--- src/rtl/spq_pkg.sv ---
`default_nettype none

package spq_pkg;

    localparam int IdWidth = 16;
    localparam int PriWidth = 8;
    localparam int StatusWidth = 2;
    localparam int FillWidth = 5;

    localparam logic OP_ENQUEUE = 1'b0;
    localparam logic OP_DEQUEUE = 1'b1;

    localparam logic [StatusWidth-1:0] STATUS_OK = 2'd0;
    localparam logic [StatusWidth-1:0] STATUS_FULL = 2'd1;
    localparam logic [StatusWidth-1:0] STATUS_EMPTY = 2'd2;

    typedef struct packed {
        logic load;
        logic exec;
    } spq_cmd_t;

endpackage

`default_nettype wire

--- src/rtl/spq_ctrl.sv ---
`default_nettype none

module spq_ctrl
    import spq_pkg::*;
(
    input  wire logic     clk,
    input  wire logic     rst_n,
    input  wire logic     in_valid,
    output logic          in_ready,
    output logic          out_valid,
    input  wire logic     out_ready,
    output spq_cmd_t      cmd
);

    typedef enum logic [1:0] {
        S_IDLE,
        S_EXEC,
        S_RESP
    } state_t;

    state_t state_reg;
    state_t state_next;

    always_comb
    begin
        state_next = state_reg;
        unique case (state_reg)
            S_IDLE:
            begin
                if (in_valid)
                begin
                    state_next = S_EXEC;
                end
            end
            S_EXEC:
            begin
                state_next = S_RESP;
            end
            S_RESP:
            begin
                if (out_ready)
                begin
                    state_next = S_IDLE;
                end
            end
            default:
            begin
                state_next = S_IDLE;
            end
        endcase
    end

    always_ff @(posedge clk or negedge rst_n)
    begin
        if (!rst_n)
        begin
            state_reg <= S_IDLE;
        end
        else
        begin
            state_reg <= state_next;
        end
    end

    assign in_ready = (state_reg == S_IDLE);
    assign out_valid = (state_reg == S_RESP);
    assign cmd.load = in_valid && (state_reg == S_IDLE);
    assign cmd.exec = (state_reg == S_EXEC);

endmodule

`default_nettype wire

--- src/rtl/spq_datapath.sv ---
`default_nettype none

module spq_datapath
    import spq_pkg::*;
#(
    parameter int QUEUE_DEPTH = 16
)
(
    input  wire logic                   clk,
    input  wire logic                   rst_n,
    input  wire spq_cmd_t               cmd,
    input  wire logic                   op,
    input  wire logic [IdWidth-1:0]     proc_id,
    input  wire logic [PriWidth-1:0]    priority_req,
    output logic [StatusWidth-1:0]      status,
    output logic [IdWidth-1:0]          out_id,
    output logic [PriWidth-1:0]         out_priority,
    output logic [FillWidth-1:0]        fill_count
);

    localparam int CountWidth = $clog2(QUEUE_DEPTH + 1);

    logic                    op_reg;
    logic [IdWidth-1:0]      id_in_reg;
    logic [PriWidth-1:0]     pri_in_reg;

    logic [IdWidth-1:0]      id_reg [QUEUE_DEPTH];
    logic [PriWidth-1:0]     pri_reg [QUEUE_DEPTH];
    logic [IdWidth-1:0]      id_next [QUEUE_DEPTH];
    logic [PriWidth-1:0]     pri_next [QUEUE_DEPTH];
    logic [CountWidth-1:0]   count_reg;
    logic [CountWidth-1:0]   count_next;

    logic [StatusWidth-1:0]  status_reg;
    logic [StatusWidth-1:0]  status_next;
    logic [IdWidth-1:0]      out_id_reg;
    logic [IdWidth-1:0]      out_id_next;
    logic [PriWidth-1:0]     out_pri_reg;
    logic [PriWidth-1:0]     out_pri_next;

    logic                    is_full;
    logic                    is_empty;
    logic                    do_insert;
    logic                    do_remove;
    logic [QUEUE_DEPTH-1:0]  after_mask;
    logic [QUEUE_DEPTH-1:0]  after_prev;

    assign is_full = (count_reg == CountWidth'(QUEUE_DEPTH));
    assign is_empty = (count_reg == '0);
    assign do_insert = cmd.exec && (op_reg == OP_ENQUEUE) && !is_full;
    assign do_remove = cmd.exec && (op_reg == OP_DEQUEUE) && !is_empty;

    // A cell lies after the insertion point when it is empty or holds a
    // strictly larger priority; the mask is monotone because the cells are sorted.
    always_comb
    begin
        for (int i = 0; i < QUEUE_DEPTH; i++)
        begin
            after_mask[i] = (count_reg <= CountWidth'(i)) || (pri_reg[i] > pri_in_reg);
        end
    end

    assign after_prev = {after_mask[QUEUE_DEPTH-2:0], 1'b0};

    for (genvar g = 0; g < QUEUE_DEPTH; g++)
    begin : g_cell
        logic [IdWidth-1:0]  id_up;
        logic [PriWidth-1:0] pri_up;
        logic [IdWidth-1:0]  id_down;
        logic [PriWidth-1:0] pri_down;

        if (g == QUEUE_DEPTH - 1)
        begin : g_last
            assign id_up = id_reg[g];
            assign pri_up = pri_reg[g];
        end
        else
        begin : g_inner
            assign id_up = id_reg[g+1];
            assign pri_up = pri_reg[g+1];
        end

        if (g == 0)
        begin : g_first
            assign id_down = id_reg[g];
            assign pri_down = pri_reg[g];
        end
        else
        begin : g_rest
            assign id_down = id_reg[g-1];
            assign pri_down = pri_reg[g-1];
        end

        always_comb
        begin
            id_next[g] = id_reg[g];
            pri_next[g] = pri_reg[g];
            if (do_insert && after_mask[g] && !after_prev[g])
            begin
                id_next[g] = id_in_reg;
                pri_next[g] = pri_in_reg;
            end
            else if (do_insert && after_mask[g])
            begin
                id_next[g] = id_down;
                pri_next[g] = pri_down;
            end
            else if (do_remove)
            begin
                id_next[g] = id_up;
                pri_next[g] = pri_up;
            end
        end
    end

    always_comb
    begin
        count_next = count_reg;
        status_next = STATUS_OK;
        out_id_next = '0;
        out_pri_next = '0;
        if (op_reg == OP_ENQUEUE)
        begin
            if (is_full)
            begin
                status_next = STATUS_FULL;
            end
            else
            begin
                count_next = count_reg + CountWidth'(1);
            end
        end
        else
        begin
            if (is_empty)
            begin
                status_next = STATUS_EMPTY;
            end
            else
            begin
                out_id_next = id_reg[0];
                out_pri_next = pri_reg[0];
                count_next = count_reg - CountWidth'(1);
            end
        end
    end

    always_ff @(posedge clk)
    begin
        if (cmd.load)
        begin
            op_reg <= op;
            id_in_reg <= proc_id;
            pri_in_reg <= priority_req;
        end
        for (int i = 0; i < QUEUE_DEPTH; i++)
        begin
            id_reg[i] <= id_next[i];
            pri_reg[i] <= pri_next[i];
        end
        if (cmd.exec)
        begin
            status_reg <= status_next;
            out_id_reg <= out_id_next;
            out_pri_reg <= out_pri_next;
        end
    end

    always_ff @(posedge clk or negedge rst_n)
    begin
        if (!rst_n)
        begin
            count_reg <= '0;
        end
        else if (cmd.exec)
        begin
            count_reg <= count_next;
        end
    end

    assign status = status_reg;
    assign out_id = out_id_reg;
    assign out_priority = out_pri_reg;
    assign fill_count = FillWidth'(count_reg);

endmodule

`default_nettype wire

--- src/rtl/stable_priority_queue_core.sv ---
// Stable priority queue of process entries held in a row of sorted cells.
// Input channel (in_valid/in_ready) carries op, proc_id and priority_req:
// an enqueue places the entry after every held entry of lower or equal
// priority, a dequeue removes the head entry.
// Output channel (out_valid/out_ready) returns one item per input item:
// status, out_id and out_priority of a removed entry, and fill_count.
// An item passes through three steps: it is captured, then every cell
// compares and shifts in parallel, then the result is presented. The next
// item is taken once the result has gone, so no new item is taken while
// the previous one is still in progress.
// A stalled receiver holds the result and the queue; no input is taken
// until the result is accepted.
// Reset empties the queue at once; there is no clearing pass.
`default_nettype none

module stable_priority_queue_core
    import spq_pkg::*;
#(
    parameter int QUEUE_DEPTH = 16
)
(
    input  wire logic                   clk,
    input  wire logic                   rst_n,
    input  wire logic                   in_valid,
    output logic                        in_ready,
    input  wire logic                   op,
    input  wire logic [IdWidth-1:0]     proc_id,
    input  wire logic [PriWidth-1:0]    priority_req,
    output logic                        out_valid,
    input  wire logic                   out_ready,
    output logic [StatusWidth-1:0]      status,
    output logic [IdWidth-1:0]          out_id,
    output logic [PriWidth-1:0]         out_priority,
    output logic [FillWidth-1:0]        fill_count
);

    spq_cmd_t cmd;

    spq_ctrl u_ctrl (
        .clk       (clk),
        .rst_n     (rst_n),
        .in_valid  (in_valid),
        .in_ready  (in_ready),
        .out_valid (out_valid),
        .out_ready (out_ready),
        .cmd       (cmd)
    );

    spq_datapath #(
        .QUEUE_DEPTH (QUEUE_DEPTH)
    ) u_datapath (
        .clk          (clk),
        .rst_n        (rst_n),
        .cmd          (cmd),
        .op           (op),
        .proc_id      (proc_id),
        .priority_req (priority_req),
        .status       (status),
        .out_id       (out_id),
        .out_priority (out_priority),
        .fill_count   (fill_count)
    );

endmodule

`default_nettype wire
--- config.mk ---
export PLATFORM = sky130hd
export DESIGN_NAME = stable_priority_queue_core
export DESIGN_NICKNAME = d
export VERILOG_FILES = /design/src/rtl/spq_pkg.sv /design/src/rtl/spq_ctrl.sv /design/src/rtl/spq_datapath.sv /design/src/rtl/stable_priority_queue_core.sv
export SDC_FILE = /design/constraint.sdc
export NUM_CORES = 1
export LEC_CHECK = 0
export BUFFER_PORTS_ARGS = -buffer_cell sky130_fd_sc_hd__buf_4
export CORE_MARGIN = 4
export CORE_UTILIZATION = 65
export DETAILED_ROUTE_END_ITERATION = 12
export GPL_ROUTABILITY_DRIVEN = 0
export HOLD_SLACK_MARGIN = 0.12
export PLACE_DENSITY = 0.81
export SLEW_MARGIN = 20
export SYNTH_ARGS = -nofsm -noshare
export SYNTH_HDL_FRONTEND = slang
export SYNTH_SLANG_ARGS = --single-unit
--- constraint.sdc ---
create_clock -name clk -period 8 [get_ports clk]
set_input_delay 1.6 -clock clk [delete_from_list [all_inputs] [get_ports clk]]
set_output_delay 1.6 -clock clk [all_outputs]
set_load 0.005 [all_outputs]
==> flow_summary_export.csv <==
group,metric,value,unit
run_status,outcome,"complete, no violations",
die,num_rows,70,
die,die_area,0.04084,mm2
clock_tree,root_buffer,"clkbuf_16",
cells_and_area,multiInputGateArea,0.01052,mm2
clock_tree,clk_pin_slew,0.06,ns
timing,period_share,0.6683,
worst_setup_path,slowest_stage,"nand2_1",
placed_design,pre_cts_ws,2.954,ns
timing,max-slew-margin-rel,0.2676,
logic_synthesis,ys_async_sr_fraction,0.01584,
worst_setup_path,slowest_delay,0.92,ns
timing,setup_viol,0,
clock_tree,cts_resized,0,
worst_setup_path,crit_required,8.06,ns
clock_tree,cts_made_buffers,46,
timing,hold_violations,0,
placed_design,dpl-instance-area,0.02530,mm2
die,start_util,0.6640,
worst_setup_path,worstSetupPathType,"reg -> reg",
timing,grt_setup_unrepaired,"false",
timing,max_clock_freq,0.1871,GHz
power_and_ir_drop,power_leakage,10.46,nW
grt,track_usage,0.3319,
placed_design,dp_cells,2576,
power_and_ir_drop,ir_worst_vdd,0.2580,mV
die,die_x,202.1,um
logic_synthesis,synth_cell_types,63,
cells_and_area,nFillCells,2489,
logic_synthesis,synth_seq_cells,442,
power_and_ir_drop,p_total,10.48,mW
timing,tns,0,ns
logic_synthesis,ys_seq_area_frac,0.5407,
cells_and_area,final_common_cell,"edfxtp_1",
clock_tree,clock-sinks,442,
die,die_h,202.1,um
routing,drt_iter0_markers,2401,
placed_design,hpwl,47060,um
timing,skew,0.01078,ns
routing,viasPerCell,6.881,
power_and_ir_drop,power.density,391.9,mW/mm2
worst_setup_path,crit_family,"simple AND/OR/NAND/NOR gates",
logic_synthesis,synth_edf_count,435,
timing,min_period,5.346,ns
grt,grt_max_degree,74,
cells_and_area,postLayoutCoreUtil,0.7256,
worst_setup_path,critical_path.cell_chain,"inv_1, ha_1, nand4_1, o21a_1, nor3_4, buf_4, nand2b_1, nand2_1",
routing,wl_per_cell,26.01,um
grt,antenna_found_initial,0,
clock_tree,worstSkewPairLatency,0.58,ns
routing,antenna_left,0,
hold_path,hold_class,"reg -> reg",
timing,worst_slack,2.654,ns
clock_tree,cts_max_level,2,
cells_and_area,drive_gt1_frac,0.1013,
logic_synthesis,synthCells,2126,
worst_setup_path,cp-start-kind,"flop",
cells_and_area,nets,2283,
cells_and_area,postLayoutCellArea,0.02675,mm2
flow_run,maxCapViolCount,0,
worst_setup_path,cp_data_arrival_time,5.41,ns
worst_setup_path,cp_max_fo,26,
routing,first_pass_iters,6,
clock_tree,clk_path_buf_depth,3,
clock_tree,hold_buffers,0,
clock_tree,cts_tree,"built",
cells_and_area,diodes,0,
timing,worst_pin_slew,1.096,ns
grt,grt_first_pass_wirelength,105500,um
clock_tree,post-cts-setup-buffers,0,
timing,timing.hold.ws,0.5280,ns
worst_setup_path,crit_buf_inv,2,
logic_synthesis,yosys_warnings,0,
logic_synthesis,syn-num-nets,2289,
routing,wirelength,69080,um
logic_synthesis,syn_area,0.02448,mm2
die,num_io_pins,62,
die,coreArea,0.03687,mm2
cells_and_area,area_growth,9.265,%
cells_and_area,regArea,0.01324,mm2
cells_and_area,fin_cells,2656,
routing,vias,18280,
logic_synthesis,synth-main-ff-cell,"edfxtp_1",
cells_and_area,largest_register_ffs,256,
grt,grt_overflow_total,0,
timing,slew_violations,0,
logic_synthesis,syn_avg_cell_area,11.52,um2
grt,first_global_vias,17920,
cells_and_area,layout_common_cells,"edfxtp_1, nand2_1, mux2i_1",
routing,drc,0,
placed_design,port_buffers,61,
worst_setup_path,setup.worst_path.end_class,"flop",
-- kinds of logic (layout without fill, tap and decap cells) --
family          after synthesis  count (layout)  share of synthesized area
simple gates                597             597                     0.1171
xor+xnor                      4               4                   0.001431
compound gates              477             477                     0.1224
buf+inv                     196             222                    0.03500
mux                         276             276                     0.1150
flops                       442             442                     0.5407
fa+ha+maj                   134             134                    0.06848
-- power by group --
group,leakage (nW),switching (mW),internal [mW]
registers,4.11,0.707,3.63
logic,5.64,2.50,1.52
clock network,0.703,0.890,1.23
-- cell usage after synthesis, types with 19 or more instances --
master | number | area, um2
ha_1 | 134 | 1677
nand4_1 | 26 | 162.7
nor3_1 | 35 | 175.2
a21oi_1 | 106 | 530.5
and2_1 | 29 | 181.4
nor2b_1 | 19 | 118.9
o21ai_0 | 229 | 1146
nor2_1 | 66 | 247.7
mux2_2 | 22 | 247.7
edfxtp_1 | 435 | 13060
clkbuf_1 | 89 | 334.1
a221o_1 | 70 | 700.7
inv_1 | 44 | 165.2
and3_1 | 50 | 312.8
mux2i_1 | 234 | 2342
nand3_1 | 77 | 385.4
buf_2 | 49 | 245.2
mux2_1 | 20 | 225.2
nand2_1 | 251 | 942.2
-- per-layer routing --
metal  GRT usage  share of wire  vias up  routed length [um]
li1            -              -     8034                   -
met1      0.4587           0.39     8820               26760
met2      0.5028           0.45     1209               30750
met3     0.08070           0.12      213                8206
met4      0.1506          0.049        0                3362
met5           0              0        -                   0
-- final timing paths --
kind                                           start  depth (start not counted)                         to  slack, ns
setup / recovery            u_datapath.pri_in_reg[2]                          8   u_datapath.id_reg[0][75]       2.65
hold / removal             u_datapath.id_reg[1][126]                          2  u_datapath.id_reg[1][110]       0.53
setup reg to reg            u_datapath.pri_in_reg[2]                          8   u_datapath.id_reg[0][75]       2.65
hold reg to reg            u_datapath.id_reg[1][126]                          2  u_datapath.id_reg[1][110]       0.53
max in group asynchronous                      rst_n                          1        u_ctrl.state_reg[0]       7.05
min in group asynchronous                      rst_n                          1   u_datapath.fill_count[4]       0.82
-- cell type report --
cell class	count	area share
Tap cell	504	0.02357
Sequential cell	442	0.4948
Clock inverter	23	0.008652
Multi-Input combinational cell	1488	0.3932
Inverter	44	0.006173
Clock buffer	57	0.04537
Timing Repair Buffer	98	0.02825
-- worst reg2reg max path: cells and delay by family (launching register included) --
kind	cells	cell delay (ns)
buffers and inverters	2	1.11
AOI/OAI and AO/OA	1	0.25
DFF	1	0.87
adders and majority gates	1	0.53
and+or+nand+nor	4	2.09
(Power assumes the default switching activity.)
